===== src/srec_pkg.sv =====
// Shared types, character codes and helper functions for the S-record parser.
// Depends on nothing; srec_parse, the parser core and the testbench import this package.
package srec_pkg;

	// Parser position within a record.
	typedef enum logic [2:0] {
		PH_IDLE,
		PH_S,
		PH_COUNT,
		PH_ADDR,
		PH_DATA,
		PH_CS
	} phase_t;

	// Result kinds.
	localparam logic [1:0] KIND_DATA = 2'd0;
	localparam logic [1:0] KIND_DONE = 2'd1;
	localparam logic [1:0] KIND_ERROR = 2'd2;
	localparam logic [1:0] KIND_END = 2'd3;

	// Error codes.
	localparam logic [1:0] ERR_BAD_CHAR = 2'd0;
	localparam logic [1:0] ERR_BAD_COUNT = 2'd1;
	localparam logic [1:0] ERR_CHECKSUM = 2'd2;
	localparam logic [1:0] ERR_EARLY_END = 2'd3;

	// Input operations.
	localparam logic OP_CHAR = 1'b0;
	localparam logic OP_END = 1'b1;

	// Characters and constants of the record format.
	localparam logic [7:0] CH_CR = 8'h0D;
	localparam logic [7:0] CH_LF = 8'h0A;
	localparam logic [7:0] CH_S = 8'h53;
	localparam logic [7:0] CH_ZERO = 8'h30;
	localparam logic [7:0] CH_NINE = 8'h39;
	localparam logic [7:0] CH_FOUR = 8'h34;
	localparam logic [7:0] CH_A = 8'h41;
	localparam logic [7:0] CH_F = 8'h46;
	localparam logic [7:0] SUM_OK = 8'hFF;
	localparam logic [15:0] LINE_MAX = 16'hFFFF;

	// One result beat.
	typedef struct packed {
		logic [1:0] kind;
		logic [3:0] record_type;
		logic [31:0] byte_address;
		logic [7:0] data_byte;
		logic [1:0] error_code;
		logic [15:0] line_number;
	} res_t;

	// Address length in bytes for each record type digit.
	function automatic logic [2:0] addr_len(input logic [3:0] rtype);
		logic [2:0] len;
		case (rtype)
			4'd2, 4'd6, 4'd8: len = 3'd3;
			4'd3, 4'd7: len = 3'd4;
			default: len = 3'd2;
		endcase
		return len;
	endfunction

	// Uppercase hex digit value; bit 4 is set when the character is a hex digit.
	function automatic logic [4:0] hex_decode(input logic [7:0] c);
		logic [4:0] r;
		if (c >= CH_ZERO && c <= CH_NINE) begin
			r = {1'b1, c[3:0]};
		end else if (c >= CH_A && c <= CH_F) begin
			r = {1'b1, c[3:0] + 4'd9};
		end else begin
			r = 5'd0;
		end
		return r;
	endfunction

endpackage


===== src/srec_in_if.sv =====
// Input channel of the S-record parser: one character or end mark per beat.
// Depends on nothing.
interface srec_in_if;
	logic valid;
	logic ready;
	logic op;
	logic [7:0] char_in;

	modport source (output valid, output op, output char_in, input ready);
	modport sink (input valid, input op, input char_in, output ready);
endinterface


===== src/srec_out_if.sv =====
// Result channel of the S-record parser: one result per beat.
// Depends on nothing.
interface srec_out_if;
	logic valid;
	logic ready;
	logic [1:0] kind;
	logic [3:0] record_type;
	logic [31:0] byte_address;
	logic [7:0] data_byte;
	logic [1:0] error_code;
	logic [15:0] line_number;

	modport source (output valid, output kind, output record_type, output byte_address,
		output data_byte, output error_code, output line_number, input ready);
	modport sink (input valid, input kind, input record_type, input byte_address,
		input data_byte, input error_code, input line_number, output ready);
endinterface


===== src/srec_parse.sv =====
// Record state machine of the S-record parser: holds the record state and
// computes the result of one item. Depends on srec_pkg.
module srec_parse (
	input logic clk,
	input logic arst_n,
	input logic step,
	input logic op,
	input logic [7:0] char_in,
	output logic res_valid,
	output srec_pkg::res_t res
);
	import srec_pkg::*;

	phase_t phase_q, phase_d;
	logic halted_q, halted_d;
	logic [3:0] rec_type_q, rec_type_d;
	logic [7:0] byte_count_q, byte_count_d;
	logic [31:0] rec_address_q, rec_address_d;
	logic [7:0] running_sum_q, running_sum_d;
	logic [3:0] high_nibble_q, high_nibble_d;
	logic [3:0] digit_index_q, digit_index_d;
	logic [7:0] data_left_q, data_left_d;
	logic [7:0] data_offset_q, data_offset_d;
	logic [15:0] line_count_q, line_count_d;

	logic [4:0] hex;
	logic is_hex;
	logic [7:0] b;
	logic [2:0] alen;
	logic [3:0] digit_next;
	logic count_short;
	logic addr_done;
	logic [7:0] data_left_init;
	logic [7:0] sum_next;
	logic type_ok;
	logic emits_data;

	// Shared decode of the current character against the record state.
	assign hex = hex_decode(char_in);
	assign is_hex = hex[4];
	assign b = {high_nibble_q, hex[3:0]};
	assign alen = addr_len(rec_type_q);
	assign digit_next = digit_index_q + 4'd1;
	assign count_short = b < ({5'd0, alen} + 8'd1);
	assign addr_done = digit_next >= {alen, 1'b0};
	assign data_left_init = byte_count_q - {5'd0, alen} - 8'd1;
	assign sum_next = running_sum_q + b;
	assign type_ok = (char_in inside {[CH_ZERO:CH_NINE]}) && (char_in != CH_FOUR);
	assign emits_data = (rec_type_q inside {[4'd1:4'd3]});

	// Next-state logic.
	always_comb begin
		phase_d = phase_q;
		halted_d = halted_q;
		rec_type_d = rec_type_q;
		byte_count_d = byte_count_q;
		rec_address_d = rec_address_q;
		running_sum_d = running_sum_q;
		high_nibble_d = high_nibble_q;
		digit_index_d = digit_index_q;
		data_left_d = data_left_q;
		data_offset_d = data_offset_q;
		line_count_d = line_count_q;
		if (step && !halted_q) begin
			if (op == OP_END) begin
				if (phase_q != PH_IDLE) begin
					halted_d = 1'b1;
				end
			end else if (char_in != CH_CR) begin
				case (phase_q)
					PH_IDLE: begin
						if (char_in == CH_LF) begin
							if (line_count_q != LINE_MAX) begin
								line_count_d = line_count_q + 16'd1;
							end
						end else if (char_in == CH_S) begin
							phase_d = PH_S;
						end else begin
							halted_d = 1'b1;
						end
					end
					PH_S: begin
						if (type_ok) begin
							rec_type_d = char_in[3:0];
							byte_count_d = 8'd0;
							rec_address_d = 32'd0;
							running_sum_d = 8'd0;
							high_nibble_d = 4'd0;
							digit_index_d = 4'd0;
							data_left_d = 8'd0;
							data_offset_d = 8'd0;
							phase_d = PH_COUNT;
						end else begin
							halted_d = 1'b1;
						end
					end
					default: begin
						if (!is_hex) begin
							halted_d = 1'b1;
						end else if (!digit_index_q[0]) begin
							high_nibble_d = hex[3:0];
							digit_index_d = digit_next;
						end else begin
							case (phase_q)
								PH_COUNT: begin
									byte_count_d = b;
									running_sum_d = sum_next;
									digit_index_d = 4'd0;
									if (count_short) begin
										halted_d = 1'b1;
									end else begin
										phase_d = PH_ADDR;
									end
								end
								PH_ADDR: begin
									rec_address_d = {rec_address_q[23:0], b};
									running_sum_d = sum_next;
									digit_index_d = digit_next;
									if (addr_done) begin
										digit_index_d = 4'd0;
										data_left_d = data_left_init;
										data_offset_d = 8'd0;
										phase_d = (data_left_init != 8'd0) ? PH_DATA : PH_CS;
									end
								end
								PH_DATA: begin
									running_sum_d = sum_next;
									data_offset_d = data_offset_q + 8'd1;
									data_left_d = data_left_q - 8'd1;
									digit_index_d = 4'd0;
									if (data_left_q == 8'd1) begin
										phase_d = PH_CS;
									end
								end
								default: begin
									digit_index_d = 4'd0;
									if ((running_sum_q ^ b) != SUM_OK) begin
										halted_d = 1'b1;
									end else begin
										phase_d = PH_IDLE;
									end
								end
							endcase
						end
					end
				endcase
			end
		end
	end

	// Result logic.
	always_comb begin
		res_valid = 1'b0;
		res.kind = KIND_ERROR;
		res.record_type = rec_type_q;
		res.byte_address = 32'd0;
		res.data_byte = 8'd0;
		res.error_code = ERR_BAD_CHAR;
		res.line_number = line_count_q;
		if (step && !halted_q) begin
			if (op == OP_END) begin
				res_valid = 1'b1;
				if (phase_q != PH_IDLE) begin
					res.error_code = ERR_EARLY_END;
				end else begin
					res.kind = KIND_END;
				end
			end else if (char_in != CH_CR) begin
				case (phase_q)
					PH_IDLE: begin
						res_valid = (char_in != CH_LF) && (char_in != CH_S);
					end
					PH_S: begin
						res_valid = !type_ok;
					end
					default: begin
						if (!is_hex) begin
							res_valid = 1'b1;
						end else if (digit_index_q[0]) begin
							case (phase_q)
								PH_COUNT: begin
									res_valid = count_short;
									res.error_code = ERR_BAD_COUNT;
								end
								PH_DATA: begin
									res_valid = emits_data;
									res.kind = KIND_DATA;
									res.byte_address = rec_address_q + {24'd0, data_offset_q};
									res.data_byte = b;
								end
								PH_CS: begin
									res_valid = 1'b1;
									if ((running_sum_q ^ b) != SUM_OK) begin
										res.error_code = ERR_CHECKSUM;
									end else begin
										res.kind = KIND_DONE;
										res.byte_address = rec_address_q;
									end
								end
								default: begin
									res_valid = 1'b0;
								end
							endcase
						end
					end
				endcase
			end
		end
	end

	// Control state.
	always_ff @(posedge clk or negedge arst_n) begin
		if (!arst_n) begin
			phase_q <= PH_IDLE;
			halted_q <= 1'b0;
			rec_type_q <= 4'd0;
			byte_count_q <= 8'd0;
			rec_address_q <= 32'd0;
			running_sum_q <= 8'd0;
			high_nibble_q <= 4'd0;
			digit_index_q <= 4'd0;
			data_left_q <= 8'd0;
			data_offset_q <= 8'd0;
			line_count_q <= 16'd1;
		end else begin
			phase_q <= phase_d;
			halted_q <= halted_d;
			rec_type_q <= rec_type_d;
			byte_count_q <= byte_count_d;
			rec_address_q <= rec_address_d;
			running_sum_q <= running_sum_d;
			high_nibble_q <= high_nibble_d;
			digit_index_q <= digit_index_d;
			data_left_q <= data_left_d;
			data_offset_q <= data_offset_d;
			line_count_q <= line_count_d;
		end
	end
endmodule


===== src/srec_record_parser_core.sv =====
// S-record parser top level: input register, record state machine, result register.
// Flow: a beat accepted into the input register is processed when it advances into the
// state machine, and its result, if any, is then held in the result register for output.
// Throughput: one beat per cycle while the result register is free or being emptied.
// Reset: arst_n clears both pipeline registers and returns the parser to idle, line 1.
// Depends on srec_pkg, srec_in_if, srec_out_if and srec_parse.
module srec_record_parser_core (
	input logic clk,
	input logic arst_n,
	srec_in_if.sink in_ch,
	srec_out_if.source out_ch
);
	import srec_pkg::*;

	logic valid_s1;
	logic op_s1;
	logic [7:0] char_s1;
	logic advance;
	logic res_valid;
	res_t res;
	logic out_valid_q;
	res_t res_q;

	// The held beat moves on when the result register is free or being emptied.
	assign advance = valid_s1 && (!out_valid_q || out_ch.ready);
	assign in_ch.ready = !valid_s1 || advance;

	// Input register.
	always_ff @(posedge clk or negedge arst_n) begin
		if (!arst_n) begin
			valid_s1 <= 1'b0;
		end else if (in_ch.ready) begin
			valid_s1 <= in_ch.valid;
		end
	end

	always_ff @(posedge clk) begin
		if (in_ch.valid && in_ch.ready) begin
			op_s1 <= in_ch.op;
			char_s1 <= in_ch.char_in;
		end
	end

	srec_parse u_parse (
		.clk(clk),
		.arst_n(arst_n),
		.step(advance),
		.op(op_s1),
		.char_in(char_s1),
		.res_valid(res_valid),
		.res(res)
	);

	// Result register.
	always_ff @(posedge clk or negedge arst_n) begin
		if (!arst_n) begin
			out_valid_q <= 1'b0;
		end else if (advance) begin
			out_valid_q <= res_valid;
		end else if (out_ch.ready) begin
			out_valid_q <= 1'b0;
		end
	end

	always_ff @(posedge clk) begin
		if (advance && res_valid) begin
			res_q <= res;
		end
	end

	assign out_ch.valid = out_valid_q;
	assign out_ch.kind = res_q.kind;
	assign out_ch.record_type = res_q.record_type;
	assign out_ch.byte_address = res_q.byte_address;
	assign out_ch.data_byte = res_q.data_byte;
	assign out_ch.error_code = res_q.error_code;
	assign out_ch.line_number = res_q.line_number;
endmodule


===== src/flat_wrapper.sv =====
// flat-port wrapper written by rule: the top's interface ports become plain ports
module srec_record_parser_core_flat import srec_pkg::*;
  (clk, arst_n, in_ch_valid, in_ch_op, in_ch_char_in, in_ch_ready, out_ch_valid, out_ch_kind, out_ch_record_type, out_ch_byte_address, out_ch_data_byte, out_ch_error_code, out_ch_line_number, out_ch_ready);
  srec_in_if in_ch_i ();
  srec_out_if out_ch_i ();
  input logic clk;
  input logic arst_n;
  input wire logic [$bits(in_ch_i.valid)-1:0] in_ch_valid;
  input wire logic [$bits(in_ch_i.op)-1:0] in_ch_op;
  input wire logic [$bits(in_ch_i.char_in)-1:0] in_ch_char_in;
  output wire logic [$bits(in_ch_i.ready)-1:0] in_ch_ready;
  output wire logic [$bits(out_ch_i.valid)-1:0] out_ch_valid;
  output wire logic [$bits(out_ch_i.kind)-1:0] out_ch_kind;
  output wire logic [$bits(out_ch_i.record_type)-1:0] out_ch_record_type;
  output wire logic [$bits(out_ch_i.byte_address)-1:0] out_ch_byte_address;
  output wire logic [$bits(out_ch_i.data_byte)-1:0] out_ch_data_byte;
  output wire logic [$bits(out_ch_i.error_code)-1:0] out_ch_error_code;
  output wire logic [$bits(out_ch_i.line_number)-1:0] out_ch_line_number;
  input wire logic [$bits(out_ch_i.ready)-1:0] out_ch_ready;
  assign in_ch_i.valid = in_ch_valid;
  assign in_ch_i.op = in_ch_op;
  assign in_ch_i.char_in = in_ch_char_in;
  assign in_ch_ready = in_ch_i.ready;
  assign out_ch_valid = out_ch_i.valid;
  assign out_ch_kind = out_ch_i.kind;
  assign out_ch_record_type = out_ch_i.record_type;
  assign out_ch_byte_address = out_ch_i.byte_address;
  assign out_ch_data_byte = out_ch_i.data_byte;
  assign out_ch_error_code = out_ch_i.error_code;
  assign out_ch_line_number = out_ch_i.line_number;
  assign out_ch_i.ready = out_ch_ready;
  srec_record_parser_core u_core (.clk(clk), .arst_n(arst_n), .in_ch(in_ch_i), .out_ch(out_ch_i));
endmodule

===== config.mk =====
export PLATFORM = sky130hd
export DESIGN_NAME = srec_record_parser_core_flat
export DESIGN_NICKNAME = d
export VERILOG_FILES = /design/src/srec_pkg.sv /design/src/srec_in_if.sv /design/src/srec_out_if.sv /design/src/srec_parse.sv /design/src/srec_record_parser_core.sv /design/src/flat_wrapper.sv
export SDC_FILE = /design/constraint.sdc
export NUM_CORES = 1
export LEC_CHECK = 0
export ABC_AREA = 1
export BUFFER_PORTS_ARGS = -buffer_cell sky130_fd_sc_hd__buf_4
export CORE_MARGIN = 4
export CORE_UTILIZATION = 60
export DETAILED_ROUTE_END_ITERATION = 10
export PLACE_DENSITY = 0.78
export SYNTH_ARGS = -nofsm -noshare
export SYNTH_HDL_FRONTEND = slang
export SYNTH_SLANG_ARGS = --single-unit

===== constraint.sdc =====
create_clock -name clk -period 5.4 [get_ports clk]
set_input_delay 0.27 -clock clk [delete_from_list [all_inputs] [get_ports clk]]
set_output_delay 0.27 -clock clk [all_outputs]
set_load 0.02 [all_outputs]

==> metrics.yaml, run 1 <==
worst_setup_path:
  cpMaxStageDelayCell: "a2111oi_0"
  start_kind: "register"
  critical_path_buf_inv_count: 4
  required_ns: 5.52
  worstSetupPathType: "reg2reg"
  crit_top_cell: "nand2_1"
  crit_family: "simple AND/OR/NAND/NOR gates"
  worstPathCellList: "inv_1 -> ha_1 -> inv_1 -> nor2_1 -> nand3_1 -> nand3_1 -> nand2_4 -> nand2_1 -> inv_1 -> ha_1 -> a2111oi_0 -> nand3_1 -> nand2_1 -> nand2_1 -> nand2_1 -> nand2_1 -> nand2_2 -> buf_12"
  end_kind: "register"
  slowest_delay_ns: 0.56
  critPathMaxFanout: 41
  cp.arrival_ns: 4.03
global_route:
  grt_max_degree: 65
  grt_pass1_wl_mm: 36.58
  grt.total_usage: 0.2585
  grt_overflow_total: 0
  grt_pass1_vias: 7382
  antenna_found_initial: 0
synth:
  yosysSeqAreaShare: 0.4955
  synth_enable_flop_cells: 73
  synth.largest_area_cell: "dfrtp_1"
  synthTopCellsByCount: "nand2_1 (270), inv_1 (118), dfrtp_1 (97), o21ai_0 (83), nor2_1 (74)"
  synth_ff_type: "dfrtp_1"
  synth_area_leaders: "dfrtp_1 (26%), edfxtp_1 (23%), nand2_1 (11%), ha_1 (4.8%), inv_1 (4.7%)"
  yosys_warnings: 0
  ys_types: 54
  synth_compound_area_frac: 0.1121
  ys_seq_elements: 171
  avgSynthCellArea_um2: 8.634
  synth-async-reset-ratio: 0.5731
  syn_inst: 1086
  synth_xor_area_frac: 0.03550
  synthAdderAreaFrac: 0.05444
  syn_area_um2: 9376
  muxShareOfSynthArea: 0
  syn-num-nets: 1138
  netlist.area_leader.share: 0.2589
  synth_top_family_by_area: "simple AND/OR/NAND/NOR gates"
  yosys.area_share.simple: 0.2347
  yosysMostFrequentCell: "nand2_1"
cts:
  numCtsBuffers: 17
  clock-root-buffer: "clkbuf_16"
  h-tree-depth: 4
  clock-sinks: 171
  cts_tree: "built"
  cts.path.max_buffers: 2
  cts_hold_buffers: 1
  post-cts-setup-buffer-count: 0
  cts_resized: 0
  clk-insertion-delay-late_ns: 0.43
  clkTransAtPathRegs_ns: 0.07
sta:
  tns_ns: 0
  drv_slew: 0
  period_minus_slack_ns: 3.911
  fmax_mhz: 255.7
  setup_slack_ns: 1.489
  slew_headroom: 0.1862
  period_share: 0.7242
  hold_violations: 0
  rsz0062_at_grt: "false"
  clock_skew_ns: 0.01109
  setup_viol: 0
  tightest_slew_ns: 1.202
route:
  drc: 0
  routed_wl_mm: 22.38
  post_drt_via_cell_ratio: 5.619
  antenna_left: 0
  first_pass_iters: 5
  drtIter0Drc: 767
  vias: 7788
  wire_per_inst_um: 16.15
layout:
  regArea_um2: 4646
  drive_gt1_frac: 0.1362
  stdcell_count: 1386
  final_util: 0.7046
  multi_input_area_um2: 4103
  fillers: 1194
  finalNetCount: 1214
  areaGrowthSynthToFinish_pct: 14.67
  antenna_cells: 0
status:
  outcome: "complete, no violations"
min_path:
  hp-class: "in2reg"
die:
  start_util: 0.6145
  dieHeight_um: 133.0
  io_pins: 79
  dieWidth_um: 133.0
  dieArea_um2: 17690
  core_um2: 15260
  rows: 45
power:
  totalPowerFinal_mw: 2.661
  pwr_density_cell_nw_per_um2: 247.5
  cellLeakagePower_nw: 4.570
  ir_worst_vdd_mv: 0.2516
placement:
  portBuffers: 78
  place_inst: 1353
  dp_worst_setup_slack_ns: 1.522
  dp_hpwl_mm: 15.71
  place.gp.congestion: 0.9464
run:
  max_cap_violations: 0
-- worst paths after layout --
kind,start,endpoint,slack [ns],cells past startpoint
setup reg to reg,u_core.char_s1[0],u_core.out_ch.byte_address[3],1.49,18
hold / removal,in_ch_char_in[5],u_core.char_s1[5],0.02,1
max in group asynchronous,arst_n,u_core.u_parse.line_count_q[3],3.85,3
min in group asynchronous,arst_n,u_core.u_parse.data_left_q[4],0.36,2
setup / recovery,u_core.char_s1[0],u_core.out_ch.byte_address[3],1.49,18
hold reg to reg,u_core.u_parse.line_count_q[12],u_core.out_ch.line_number[12],0.45,0
-- metal layers --
layer | GRT usage | routed length, um
met1 | 0.3410 | 9509
met2 | 0.4210 | 10910
met3 | 0.05589 | 1429
met4 | 0.09873 | 533
met5 | 0 | 0
-- sequential cells by signal, summed over array words and instances, names as in the netlist, 8 cells and up --
register	flops
u_core.char_s1	8
u_core.out_ch.byte_address	32
u_core.out_ch.data_byte	8
u_core.out_ch.line_number	16
u_core.u_parse.byte_count_q	8
u_core.u_parse.data_left_q	8
u_core.u_parse.data_offset_q	8
u_core.u_parse.line_count_q	16
u_core.u_parse.rec_address_q	32
u_core.u_parse.running_sum_q	8
-- power breakdown --
| part | switching, mW | total (mW) | internal [mW] | leakage (nW) |
|---|---|---|---|---|
| clock network | 0.537 | 1.26 | 0.718 | 0.299 |
| logic | 0.0332 | 0.0472 | 0.0139 | 2.29 |
| registers | 0.00453 | 1.36 | 1.35 | 1.98 |
-- logic make-up (layout without fill, tap and decap cells) --
logic type / after synthesis / after routing
AO/OA/AOI/OAI: 187 / 187
XOR/XNOR: 38 / 38
adder cells (fa/ha/maj): 39 / 39
buffers and inverters: 155 / 244
flip-flops: 171 / 171
AND/OR/NAND/NOR: 496 / 496
-- metrics by stage --
step	hold WS, ns	area [um2]
after floorplan	-0.02559	9376
after global placement	0.2845	10130
after detailed placement	0.2836	10130
after CTS	0.005445	10750
after global routing	0.002247	10750
final	0.01911	10750
-- layout make-up --
class / instances / area share
Sequential cell: 171 / 0.4321
Clock inverter: 13 / 0.01431
Inverter: 128 / 0.04527
Clock buffer: 19 / 0.04213
Tap cell: 211 / 0.02455
Timing Repair Buffer: 84 / 0.06005
Multi-Input combinational cell: 760 / 0.3816
-- cell usage in the layout, fill, tap and decap left out, types with 2 or more instances in the layout --
cell type,n
or2_2,5
nor2_1,74
o31ai_1,22
nand2_4,2
clkinv_4,4
buf_4,82
ha_1,36
clkbuf_8,2
inv_4,2
nand2_2,5
a21oi_1,54
nor2_2,7
inv_2,7
inv_6,5
edfxtp_1,73
nor3_1,25
nand4_1,10
a22oi_1,2
o22ai_1,4
xnor2_1,14
dfrtp_1,97
nand2_1,269
nor2_4,4
xor2_1,24
a31oi_1,2
clkbuf_16,17
nand3_1,71
inv_1,118
nand3b_1,3
o211ai_1,3
o21ai_0,83
fa_1,3
o21ai_1,6
nor3_2,5
nand3_2,2
bufinv_16,2
nor4_1,8
(Power assumes the default switching activity.)
==> inputs of run 2 (changes only) <==
--- a/config.mk
+++ b/config.mk
@@ -5,7 +5,7 @@
 export SDC_FILE = /design/constraint.sdc
 export NUM_CORES = 1
 export LEC_CHECK = 0
-export ABC_AREA = 1
+export ABC_AREA = 0
 export BUFFER_PORTS_ARGS = -buffer_cell sky130_fd_sc_hd__buf_4
 export CORE_MARGIN = 4
 export CORE_UTILIZATION = 60
==> constraint.sdc (replaced) <==
create_clock -name clk -period 3.8 [get_ports clk]
set_input_delay 0.19 -clock clk [delete_from_list [all_inputs] [get_ports clk]]
set_output_delay 0.19 -clock clk [all_outputs]
set_load 0.02 [all_outputs]
==> run 2 against run 1 <==
  * Global-route usage is 0.20 points lower
  * Synthesized cell count is 17% lower
  * Critical endpoint is now u_core.out_ch.byte_address[2]
  * Hold slack better by 0.046 ns
  * Largest cell class unchanged
  * Combinational power grew to 12 times the previous value
  * Critical path type unchanged
  * Synthesized area is 0.17% lower
==> metrics.yaml, run 2 <==
placement:
  dp_hpwl_mm: 15.13
  place_inst: 1170
  portBuffers: 78
  place.gp.congestion: 0.9152
layout:
  regArea_um2: 4646
  areaGrowthSynthToFinish_pct: 17.19
  antenna_cells: 0
  stdcell_count: 1214
  final_common_cell: "buf_4"
  fillers: 1083
  multi_input_area_um2: 4420
  mostFrequentLayoutCells: "buf_4 (99), dfrtp_1 (97), nand2_1 (75)"
  final_util: 0.7189
  finalNetCount: 1042
  drive_gt1_frac: 0.1745
die:
  rows: 45
  dieWidth_um: 132.9
  dieArea_um2: 17660
  start_util: 0.6134
  io_pins: 79
  dieHeight_um: 132.9
  core_um2: 15260
power:
  cellLeakagePower_nw: 4.715
  totalPowerFinal_mw: 4.438
  pwr_density_cell_nw_per_um2: 404.6
  ir_worst_vdd_mv: 0.3003
cts:
  cts.path.max_buffers: 2
  numCtsBuffers: 17
  clk-insertion-delay-late_ns: 0.43
  clock-sinks: 171
  clock-root-buffer: "clkbuf_16"
  cts_tree: "built"
  clkTransAtPathRegs_ns: 0.07
  h-tree-depth: 4
synth:
  yosysMostFrequentCell: "dfrtp_1"
  avgSynthCellArea_um2: 10.39
  ys_types: 79
  ys_seq_elements: 171
  synth.largest_area_cell: "dfrtp_1"
  synth_area_leaders: "dfrtp_1 (26%), edfxtp_1 (23%), ha_1 (4.8%), nand2_1 (3.0%), o21ai_0 (2.9%)"
  yosys_warnings: 0
  synth_enable_flop_cells: 73
  synth_ff_type: "dfrtp_1"
  netlist.area_leader.share: 0.2593
  syn_inst: 901
  synth-async-reset-ratio: 0.5731
  syn_area_um2: 9360
  yosysSeqAreaShare: 0.4963
  synthTopCellsByCount: "dfrtp_1 (97), nand2_1 (76), edfxtp_1 (73), nor2_1 (58), o21ai_0 (54)"
  syn-num-nets: 953
global_route:
  grt_pass1_vias: 7205
  antenna_found_initial: 0
  grt_overflow_total: 0
  grt_max_degree: 73
  grt.total_usage: 0.2565
  grt_pass1_wl_mm: 36.75
worst_setup_path:
  required_ns: 3.92
  critPathMaxFanout: 44
  start_kind: "register"
  worstSetupPathType: "reg2reg"
  worstPathCellList: "ha_1 -> o21ba_2 -> o21a_1 -> a22oi_2 -> inv_1 -> ha_1 -> a211oi_1 -> o311ai_0 -> a211oi_2 -> o221ai_1 -> nand2_4 -> buf_12"
  crit_top_cell: "ha_1"
  slowest_delay_ns: 0.43
  cp.arrival_ns: 3.76
  cpMaxStageDelayCell: "edfxtp_1"
  end_kind: "register"
  r2r_slack_ns: 0.16
sta:
  fmax_mhz: 275.0
  slew_headroom: 0.2655
  setup_viol: 0
  drv_slew: 0
  tightest_slew_ns: 1.102
  whs_ns: 0.06512
  hold_violations: 0
  period_minus_slack_ns: 3.636
  period_share: 0.9569
  clock_skew_ns: 0.008623
route:
  routed_wl_mm: 22.18
  first_pass_iters: 6
  drtIter0Drc: 729
  antenna_left: 0
  post_drt_via_cell_ratio: 6.173
  drc: 0
  vias: 7494
  wire_per_inst_um: 18.27
min_path:
  hp-class: "in2reg"
run:
  max_cap_violations: 0
status:
  outcome: "complete, no violations"
-- run 2: changes by cell type after synthesis, moves of 14 or more --
cell | before | now
nand3_1 | 71 | 48
a21oi_1 | 54 | 36
mux2_2 | 0 | 17
inv_1 | 118 | 42
nand2_1 | 270 | 76
a31oi_1 | 2 | 16
o31ai_1 | 22 | 8
mux2i_1 | 0 | 18
clkbuf_1 | 13 | 32
nor2b_1 | 0 | 15
nor2_1 | 74 | 58
o21ai_0 | 83 | 54
-- run 2: critical path: cells and delay by family (launching register included) --
kind,cells,cell delay (ns)
adders and majority gates,2,0.51
buffers and inverters,2,0.32
DFF,1,0.43
and+or+nand+nor,1,0.15
AOI/OAI and AO/OA,7,1.87
-- run 2: path summary, 6_finish.rpt --
| path | from | depth (start not counted) | to |
|---|---|---|---|
| max | u_core.char_s1[0] | 12 | u_core.out_ch.byte_address[2] |
| min | out_ch_ready | 3 | u_core.valid_s1 |
| max reg2reg | u_core.char_s1[0] | 12 | u_core.out_ch.byte_address[2] |
| min reg2reg | u_core.u_parse.line_count_q[9] | 1 | u_core.u_parse.line_count_q[9] |
| max in group asynchronous | arst_n | 3 | u_core.u_parse.rec_address_q[26] |
| min in group asynchronous | arst_n | 2 | u_core.u_parse.rec_type_q[3] |
-- run 2: what timing repair did --
item | CTS | global route
setup endpoints to repair | 45 | 49
hold buffers | 11 | 0
setup buffers | 1 | 0
pin swaps | 0 | 1
hold endpoints to repair | 80 | 0
gates resized for setup | 1 | 8
-- run 2: power by group --
part	switching, mW	leakage, nW	internal, mW
clock	0.787	0.270	0.926
combinational	0.351	2.52	0.232
sequential	0.0583	1.93	2.08
total	1.20	4.71	3.24
-- run 2: final cells by class --
cell class                 count  share of cell area
sequential                   171              0.4235
multi-input combinational    645              0.4030
timing repair buffer         112             0.08144
clock buffer                  17             0.03878
tap                          211             0.02407
inverter                      43             0.01471
clock inverter                15             0.01449
-- run 2: kinds of logic after synthesis --
family                   count (synthesis)  share of synthesized area
XOR/XNOR                                33                    0.03088
multiplexers                            48                    0.05534
buffers and inverters                   85                    0.03729
flip-flops                             171                     0.4963
AND/OR/NAND/NOR                        314                     0.1712
AO/OA/AOI/OAI                          211                     0.1544
adder cells (fa/ha/maj)                 39                    0.05454
-- run 2: stage by stage --
step / setup WS (ns) / instance area [um2] / setup TNS, ns
detailed placement: 0.06040 / 10220 / 0
CTS: 0.06776 / 10930 / 0
global route: -0.01434 / 10970 / -0.01434
finish: 0.1636 / 10970 / 0
global placement: 0.1841 / 10220 / 0
floorplan: 0.1481 / 9368 / 0
-- run 2: layer usage --
layer  up-vias  part of all wire  global-route usage
li1       3512                 -                   -
met1      3572              0.43              0.3587
met2       343              0.47              0.4063
met3        67             0.069             0.04221
met4         0             0.027             0.09411
met5         -                 0                   0
